File: src/rtl/sdx_pkg.sv
// Shared types and constants for the disparity-to-XYZ triangulation core.
package sdx_pkg;

   localparam int CoefW  = 21;  // packed Q2.18 entry
   localparam int PackW  = 63;  // three packed entries
   localparam int DiffW  = 18;  // disparity minus center offset
   localparam int TW     = 36;  // ray component, Q.18
   localparam int TMagW  = 35;
   localparam int ProdW  = 57;  // ray times axis, Q.36
   localparam int DotW   = 41;  // rounded dot, Q.18
   localparam int DenW   = 60;  // signed denominator
   localparam int DW     = 59;  // denominator magnitude
   localparam int NW     = 69;  // baseline_focal * 4 * |t|
   localparam int QW     = 41;  // quotient bits, last one is the cap bit
   localparam int RW     = 60;  // partial remainder
   localparam int HiW    = NW - QW;
   localparam int OutW   = 32;
   localparam int SumW   = 42;

   typedef enum logic [2:0] {
      CSR_RAY_X    = 3'd0,
      CSR_RAY_Y    = 3'd1,
      CSR_RAY_Z    = 3'd2,
      CSR_AXIS     = 3'd3,
      CSR_CAM_POS  = 3'd4,
      CSR_BASE_FOC = 3'd5,
      CSR_CENTER   = 3'd6,
      CSR_INVALID  = 3'd7
   } csr_index_type;

   typedef struct packed {
      logic [2:0][PackW-1:0] ray;
      logic [PackW-1:0]      axis;
      logic [31:0]           base_foc;
      logic [16:0]           center;
      logic [15:0]           invalid;
   } cfg_type;

   typedef struct packed {
      logic       valid;
      logic       ok;
      logic       nz;
      logic [2:0] neg;
   } side_type;

   typedef struct packed {
      side_type              side;
      logic [DW-1:0]         den;
      logic [2:0][RW-1:0]    rem;
      logic [2:0][QW-1:0]    numlo;
      logic [2:0][QW-1:0]    quo;
      logic [2:0]            cap;
   } div_stage_type;

endpackage

File: src/rtl/sdx_div_cell.sv
// One restoring-divide cell: one quotient bit for each of the three lanes.
module sdx_div_cell (
   input  logic                   clock,
   input  logic                   reset,
   input  logic                   adv,
   input  sdx_pkg::div_stage_type stage_in,
   output sdx_pkg::div_stage_type stage_out
);

   sdx_pkg::div_stage_type cell_in, cell_ff;
   logic [2:0][sdx_pkg::RW:0] r2;
   logic [2:0]                ge;

   always_comb begin
      cell_in = stage_in;
      for (int i = 0; i < 3; i++) begin
         r2[i] = {stage_in.rem[i], stage_in.numlo[i][sdx_pkg::QW-1]};
         ge[i] = r2[i] >= (sdx_pkg::RW+1)'(stage_in.den);
         cell_in.rem[i] = ge[i] ? sdx_pkg::RW'(r2[i] - (sdx_pkg::RW+1)'(stage_in.den))
                                : sdx_pkg::RW'(r2[i]);
         cell_in.numlo[i] = {stage_in.numlo[i][sdx_pkg::QW-2:0], 1'b0};
         cell_in.quo[i]   = {stage_in.quo[i][sdx_pkg::QW-2:0], ge[i]};
      end
   end

   always_ff @(posedge clock) begin
      if (reset) begin
         cell_ff.side.valid <= 1'b0;
      end else if (adv) begin
         cell_ff <= cell_in;
      end
   end

   assign stage_out = cell_ff;

endmodule

File: config.mk
export PLATFORM = sky130hd
export DESIGN_NAME = sdx_div_cell
export DESIGN_NICKNAME = d
export VERILOG_FILES = /design/src/rtl/sdx_pkg.sv /design/src/rtl/sdx_div_cell.sv
export SDC_FILE = /design/constraint.sdc
export NUM_CORES = 1
export LEC_CHECK = 0
export BUFFER_PORTS_ARGS = -buffer_cell sky130_fd_sc_hd__buf_2
export CAP_MARGIN = 20
export CORE_AREA = 2 2 390 392
export DETAILED_ROUTE_END_ITERATION = 10
export DIE_AREA = 0 0 392 394
export HOLD_SLACK_MARGIN = 0.06
export SYNTH_ARGS = -nofsm -noshare
export SYNTH_HDL_FRONTEND = slang
export SYNTH_SLANG_ARGS = --single-unit
File: constraint.sdc
create_clock -name clock -period 29.6 [get_ports clock]
set_input_delay 2.96 -clock clock [delete_from_list [all_inputs] [get_ports clock]]
set_output_delay 2.96 -clock clock [all_outputs]
set_load 0.03 [all_outputs]
# After elaboration in Yosys (flattened, before gate mapping)
# Cells that the tools add are included.
[op_classes]
addsub = 3
magnitude_cmp = 3
muxes = 3
n_bitwise = 1
n_reduce_logical = 1
[ops]
columns = ["cell", "n"]
rows = [
  ["greater-or-equal comparator 61 x 59 -> 1 bit", 3],
  ["two-way mux 60 bit", 3],
  ["subtractor 60 x 59 -> 60 bit", 3],
  ["AND reduction 2 bit", 1],
  ["NOT 1 bit", 1],
]
[word_totals]
regBits = 491
output_inout_bits = 494

# Logic depth before layout (Yosys ltp)
# Gate-level depths: netlist of run 1.
[depth]
ltp_word = 2
ltp_mapped = 15
mapped_depth_nobuf = 13

# Worst setup path after synthesis of run 1
# No wires, ideal clock.
[synth_timing]
kind = "input to register"
startpoint = "in reset"
endpoint = "reg cell_ff (netlist bit stage_out[0]) (enable)"
setup_ns = 1.421
t_arrival_ns = 24.586
setup_slack_ns = 3.593
stages = 1
path_buffers = 0
cell_sequence = "nor2b_1"
[synth_between]
elab_chain_cells = 2
[synth_rtl]
columns = ["element", "line", "rtl"]
rows = [
  ["start: declaration", "sdx_div_cell.sv:4", "input logic reset,"],
  ["NOT 1 bit (no line)", "-", ""],
  ["AND reduction 2 bit (no line)", "-", ""],
  ["end signal: assignment", "sdx_div_cell.sv:30", "cell_ff <= cell_in;"],
  ["end: declaration", "sdx_div_cell.sv:10", "sdx_pkg::div_stage_type cell_in, cell_ff;"],
]
# Every way passes these cells.
# A chain may end at the register's enable or synchronous reset.

==> results.md, run 1 <==
* Status: finished clean
* Starting density of the core at 0.185
* Die area at 154,000 um2
* DRT Wirelength at 159,000 um
* Chip width at 392 um
* Hold_sp: stage_out[493]$_SDFFE_PP0P_
* DRC at 0
* Cell area after synthesis at 27,900 um2
* Worst EP required at 30,020 ps
* P per Cell Area at 62.1 nW/um2
* Hold_buf cts at 0
* Initial antenna violation count at 113
* Ys Warns at 0
* CTS H-tree depth at 3
* Clk root buf: clkbuf_16
* Layout Area Growth over Synthesis at 34.0%
* Die H at 394 um
* Initial DRC count at 1,736
* Port Buffers at 984
* Async SR Flop Fraction at 0
* WP data arrival at 8310 ps
* Commonest cells post-synth: edfxtp_1 (490), a21oi_1 (343), nor2_1 (245), ha_1 (177), nand2_1 (157)
* Worst slew pin tran at 1060 ps
* Max Cap Viol at 0
* Critical R2R Launch: stage_out[493]$_SDFFE_PP0P_
* Final HPWL DP at 135,000 um
* First-pass GRT wire length at 206,000 um
* Primary FF master, synth: edfxtp_1
* GPL Wtd Cong at 0.892
* Setup TNS at 0 ps
* Slew headroom at 0.286
* FF-to-FF path depth at 2
* Setup violations, final at 0
* Routed len/inst at 28.1 um
* Num ports at 991
* Fin crit period at 7890 ps
* Fin Clk Skew at 0 ps
* Nets at 4,209
* Worst VDD drop at 0.0000379 V
* Most frequent cell after synthesis: edfxtp_1
* Tcrit/Tclk final at 0.267
* Max clock buf depth at 3
* Worst hold path cell count at 2
* Largest area contributor in the netlist: edfxtp_1
* Critical path launch point type: input pin
* Worst Hold End: stage_out[493]$_SDFFE_PP0P_
* Seq/Total Area, Yosys at 0.528
* Vias in the first global route at 24,700
* Core area at 151,000 um2
* Util after Layout at 0.248
* Post-synthesis register bit count at 491
* Post-CTS setup repair buffer count at 0
* CTS tree: yes
* Routed Antenna Nets at 0
* Share of layout cells above drive strength 1 at 0.331
* P_leak at 0.0155 uW
* Critical path class: in2reg
* CP max FO at 55
* CTS Buf Count at 68
* Clk_lat worst skew at 670 ps
* Final Hold Fails at 0
* Reg2reg end: stage_out[493]$_SDFFE_PP0P_
* Place WS at 20,790 ps
* Post-CTS sizing at 0
* Max FFs per register at 491
* Grt total ovfl at 0
* Synth Area per Inst at 10.9 um2
* Via count at 25,200
* Post-synth top area share at 0.527
* Total power at 2320 uW
* Via density at 4.46
* Post-Syn Instances at 2,559
* Max Clock Freq at 127 MHz
* Reg2Reg Setup Slack at 29,020 ps
* Site Rows at 143
* PnR worst setup slack at 21,710 ps
* Top cells by area, synth: edfxtp_1 (53%), ha_1 (7.9%), a21oi_1 (6.1%)
* Pin count of the biggest net entering global routing at 77
* 1st-pass router iterations at 5
* Number of synthesized flops with an enable pin at 490
* Total GRT Usage at 0.196
* HP Class: reg2reg
* Unique cell type count in the Yosys netlist at 88
* Clock transition at path regs at 60 ps
* Crit. End Element: flop
* Setup repair after global routing missed its margin: no
* Slew Limit Fails at 0
* CTS Sinks at 491
## area by class of cell
cell class	instances	area [um2]
Antenna cell	33	82.6
Clock buffer	76	1740
Clock inverter	43	490
Fill cell	16300	113000
Inverter	112	423
Multi-Input combinational cell	1853	12300
Sequential cell	491	14700
Tap cell	2030	2540
Timing Repair Buffer	1006	5090
## critical path, stage by stage
cell and delay (ps):
buf_2 120, inv_1 130, ha_1 750, nand4_1 590, nor4_1 670, nand4_1 170, o31a_1 400, o211ai_1 270
a2111oi_2 180, nor2_4 440, buf_4 470, buf_4 590, mux2_2 420
## logic make-up after synthesis
kind of cell               after synthesis  share of synthesized area
AOI/OAI and AO/OA                      792                      0.179
and+or+nand+nor                        686                      0.116
DFF                                    491                      0.528
buffers and inverters                  217                     0.0322
adders and majority gates              180                     0.0815
xor gates and xnor gates               150                     0.0471
muxes                                   42                     0.0167
other                                    1                   0.000134
## where the power goes
group          leakage [uW]  internal [uW]  total (uW)  switching [uW]
clock network       0.00107            484         845             361
registers           0.00462            845         863            18.2
logic               0.00979            193         616             423
total                0.0155           1520        2320             802
## metrics by stage
step,cell area [um2],instances,hold slack [ps]
3_3_place_gp,35100,5492,480
5_1_grt,37300,5617,542
2_1_floorplan,27900,2561,630
4_1_cts,37300,5611,504
6_report,37400,5644,500
3_5_place_dp,35100,5492,491
## worst max-delay path by stage
stage	startpoint	to	slack, ps
after global routing	stage_in[458]	stage_out[254]$_DFFE_PP_	21280
final	stage_in[458]	stage_out[254]$_DFFE_PP_	21710
after global placement	stage_in[458]	stage_out[254]$_DFFE_PP_	20820
after CTS	stage_in[458]	stage_out[254]$_DFFE_PP_	21530
after detailed placement	stage_in[458]	stage_out[254]$_DFFE_PP_	20790
after floorplan	reset	stage_out[0]$_DFFE_PP_	3590
## per-layer routing
layer / global-route usage / part of all wire / vias to the layer above
met2: 0.365 / 0.52 / 997
met3: 0.0719 / 0.093 / 244
met4: 0.0622 / 0.032 / 64
met1: 0.202 / 0.35 / 12200
li1: - / - / 11600
met5: 0 / 0.0026 / -
## layout by cell type (no fill, tap or decap), types with 33 or more instances in the layout
cell,n
a21o_1,89
a21oi_1,343
buf_2,984
clkbuf_16,68
diode_2,33
edfxtp_1,490
ha_1,177
inv_1,111
nand2_1,157
nand3_1,48
nand4_1,60
nor2_1,244
nor3_1,39
o21ai_0,125
o21bai_1,37
xnor2_1,89
xor2_1,61
Note: power is estimated with default switching activity, not from simulation.
==> inputs of run 2 (changes only) <==
==> constraint.sdc (replaced) <==
create_clock -name clock -period 7.8 [get_ports clock]
set_input_delay 0.78 -clock clock [delete_from_list [all_inputs] [get_ports clock]]
set_output_delay 0.78 -clock clock [all_outputs]
set_load 0.03 [all_outputs]
==> run 2 against run 1 <==
Clock skew unchanged; hold slack worse by 220 ps; critical path depth up 1; cell count about the same; combinational power rose to 3.8 times the previous value; via count about the same; clock power rose to 3.8 times the previous value; first-iteration DRC count down 1.3%; register-to-register slack worse by 22000 ps; die area unchanged; largest cell class unchanged; highest routed layer unchanged.
==> results.md, run 2 (synthesis gave the netlist of run 1 again) <==
* Critical R2R Launch: stage_out[493]$_SDFFE_PP0P_ (unchanged)
* CTS H-tree depth at 3 (unchanged)
* Non-Filler Cell Area, Final at 37,400 um2 (about the same)
* Layout Area Growth over Synthesis at 34.0% (about the same)
* Fin Clk Skew at 0 ps (unchanged)
* Share of layout cells above drive strength 1 at 0.328 (was 0.331)
* P per Cell Area at 235 nW/um2 (was 62.1 nW/um2)
* Crit. End Element: flop (unchanged)
* Max FFs per register at 491 (unchanged)
* Die H at 394 um (unchanged)
* Port Buffers at 984 (unchanged)
* Critical path launch point type: input pin (unchanged)
* Clk_lat worst skew at 660 ps (was 670 ps)
* FF-to-FF path depth at 2 (unchanged)
* Most frequent cells in the layout: buf_2 (984), edfxtp_1 (490), a21oi_1 (343) (unchanged)
* Reg2reg end: stage_out[493]$_SDFFE_PP0P_ (unchanged)
* Total GRT Usage at 0.198 (was 0.196)
* Slew Limit Fails at 0 (unchanged)
* Initial antenna violation count at 126 (was 113)
* Core area at 151,000 um2 (unchanged)
* WP data arrival at 5560 ps (was 8310 ps)
* P_leak at 0.0155 uW (about the same)
* CP max FO at 67 (was 55)
* Worst EP required at 8210 ps (was 30,020 ps)
* Slew headroom at 0.282 (was 0.286)
* CTS Buf Count at 66 (was 68)
* DRC at 0 (unchanged)
* Num ports at 991 (unchanged)
* Total power at 8800 uW (was 2320 uW)
* Fin crit period at 5140 ps
* CTS tree: yes (unchanged)
* Setup violations, final at 0 (unchanged)
* Hold_buf cts at 0 (unchanged)
* Area after DPL at 35,100 um2 (about the same)
* Metal-1 WL at 54,700 um (was 55,800 um)
* Starting density of the core at 0.185 (unchanged)
* First-pass GRT wire length at 207,000 um (was 206,000 um)
* Place WS at 1850 ps (was 20,790 ps)
* WL met3 at 15,500 um (was 14,700 um)
* Max clock buf depth at 3 (unchanged)
* PnR worst setup slack at 2660 ps (was 21,710 ps)
* Site Rows at 143 (unchanged)
* Final Hold Fails at 0 (unchanged)
* DRT Wirelength at 160,000 um (was 159,000 um)
* Worst hold path cell count at 1 (was 2)
* Routed Antenna Nets at 0 (unchanged)
* GPL Wtd Cong at 0.896 (was 0.892)
* DR WL met2 at 82,700 um (was 82,600 um)
* Die area at 154,000 um2 (unchanged)
* CTS Sinks at 491 (unchanged)
* Via count at 25,200 (about the same)
* Clock transition at path regs at 60 ps (about the same)
* Nets at 4,201 (was 4,209)
* Final HPWL DP at 136,000 um (was 135,000 um)
* Max layer used: met5 (unchanged)
* Max Cap Viol at 0 (unchanged)
* Reg2Reg Setup Slack at 7220 ps (was 29,020 ps)
* Setup repair after global routing missed its margin: no (unchanged)
* Post-CTS sizing at 0 (unchanged)
* Via density at 4.46 (about the same)
* Initial DRC count at 1,714 (was 1,736)
* Chip width at 392 um (unchanged)
* Hold_sp: stage_in[35] (was stage_out[493]$_SDFFE_PP0P_)
* Vias in the first global route at 24,700 (about the same)
* Grt total ovfl at 0 (unchanged)
* 1st-pass router iterations at 5 (unchanged)
* Routed len/inst at 28.3 um (was 28.1 um)
* Critical path class: in2reg (unchanged)
* Clk root buf: clkbuf_16 (unchanged)
* Worst slew pin tran at 1080 ps (was 1060 ps)
* Commonest non-fill, non-tap cell in the layout: buf_2 (unchanged)
* Status: finished clean (unchanged)
* Max Clock Freq at 194 MHz
* Worst Hold End: stage_out[36]$_DFFE_PP_ (was stage_out[493]$_SDFFE_PP0P_)
* Layout filler cell count at 16,300 (about the same)
* Post-CTS setup repair buffer count at 0 (unchanged)
* HP Class: in2reg (was reg2reg)
* Pin count of the biggest net entering global routing at 171 (was 77)
* Tcrit/Tclk final at 0.659
* Worst VDD drop at 0.000154 V (was 0.0000379 V)
-- run 2: changes by cell type in the layout (fill, tap and decap cells not counted), sizes merged --
cell,change
buf,-6
clkinv,+2
diode,+5
bufinv,+2
inv,-1
clkbuf,-4
-- run 2: area by class of cell --
type	instances	area, um2	area share
flip-flops and latches	491	14700	0.394
clock buffers	72	1700	0.0453
diodes	38	95.1	0.00254
well taps	2030	2540	0.0679
repair buffers	1000	5120	0.137
inverters	112	423	0.0113
multi-input cells	1853	12300	0.329
clock inverters	46	487	0.0130
-- run 2: per-layer routing --
layer | vias to the layer above | global-route usage
li1 | 11600 | -
met1 | 12200 | 0.199
met2 | 1037 | 0.364
met3 | 273 | 0.0739
met4 | 84 | 0.0782
met5 | - | 0
-- run 2: per-stage QoR --
stage / util / TNS (ps) / hold WS, ps / instances
floorplan: - / -357340 / 630 / 2561
global placement: 0.233 / 0 / 479 / 5486
detailed placement: 0.233 / 0 / 487 / 5486
CTS: 0.248 / 0 / 217 / 5604
global route: 0.248 / 0 / 251 / 5615
finish: 0.248 / 0 / 282 / 5642
-- run 2: critical path, cell delays in order --
cell,delay (ps)
buf_2,100
inv_1,240
ha_1,360
a21oi_1,240
o21ai_0,200
a221oi_1,540
o21ai_1,210
a2111oi_4,630
o41ai_4,190
a21oi_2,330
a21bo_2,540
inv_4,390
buf_4,400
mux2_2,310
-- run 2: report_power, final --
part | internal, uW | switching [uW]
Clock | 1850 | 1330
Sequential | 3200 | 67.4
Combinational | 733 | 1610
-- run 2: worst max-delay path by stage --
stage	startpoint	end	slack [ps]	cells after the start
finish	stage_in[459]	stage_out[377]$_DFFE_PP_	2660	14
global route	stage_in[470]	stage_out[317]$_DFFE_PP_	2500	11
CTS	stage_in[470]	stage_out[324]$_DFFE_PP_	2560	11
detailed placement	stage_in[470]	stage_out[324]$_DFFE_PP_	1850	11
global placement	stage_in[470]	stage_out[318]$_DFFE_PP_	1890	11
floorplan	adv	stage_out[0]$_DFFE_PP_	-730	1
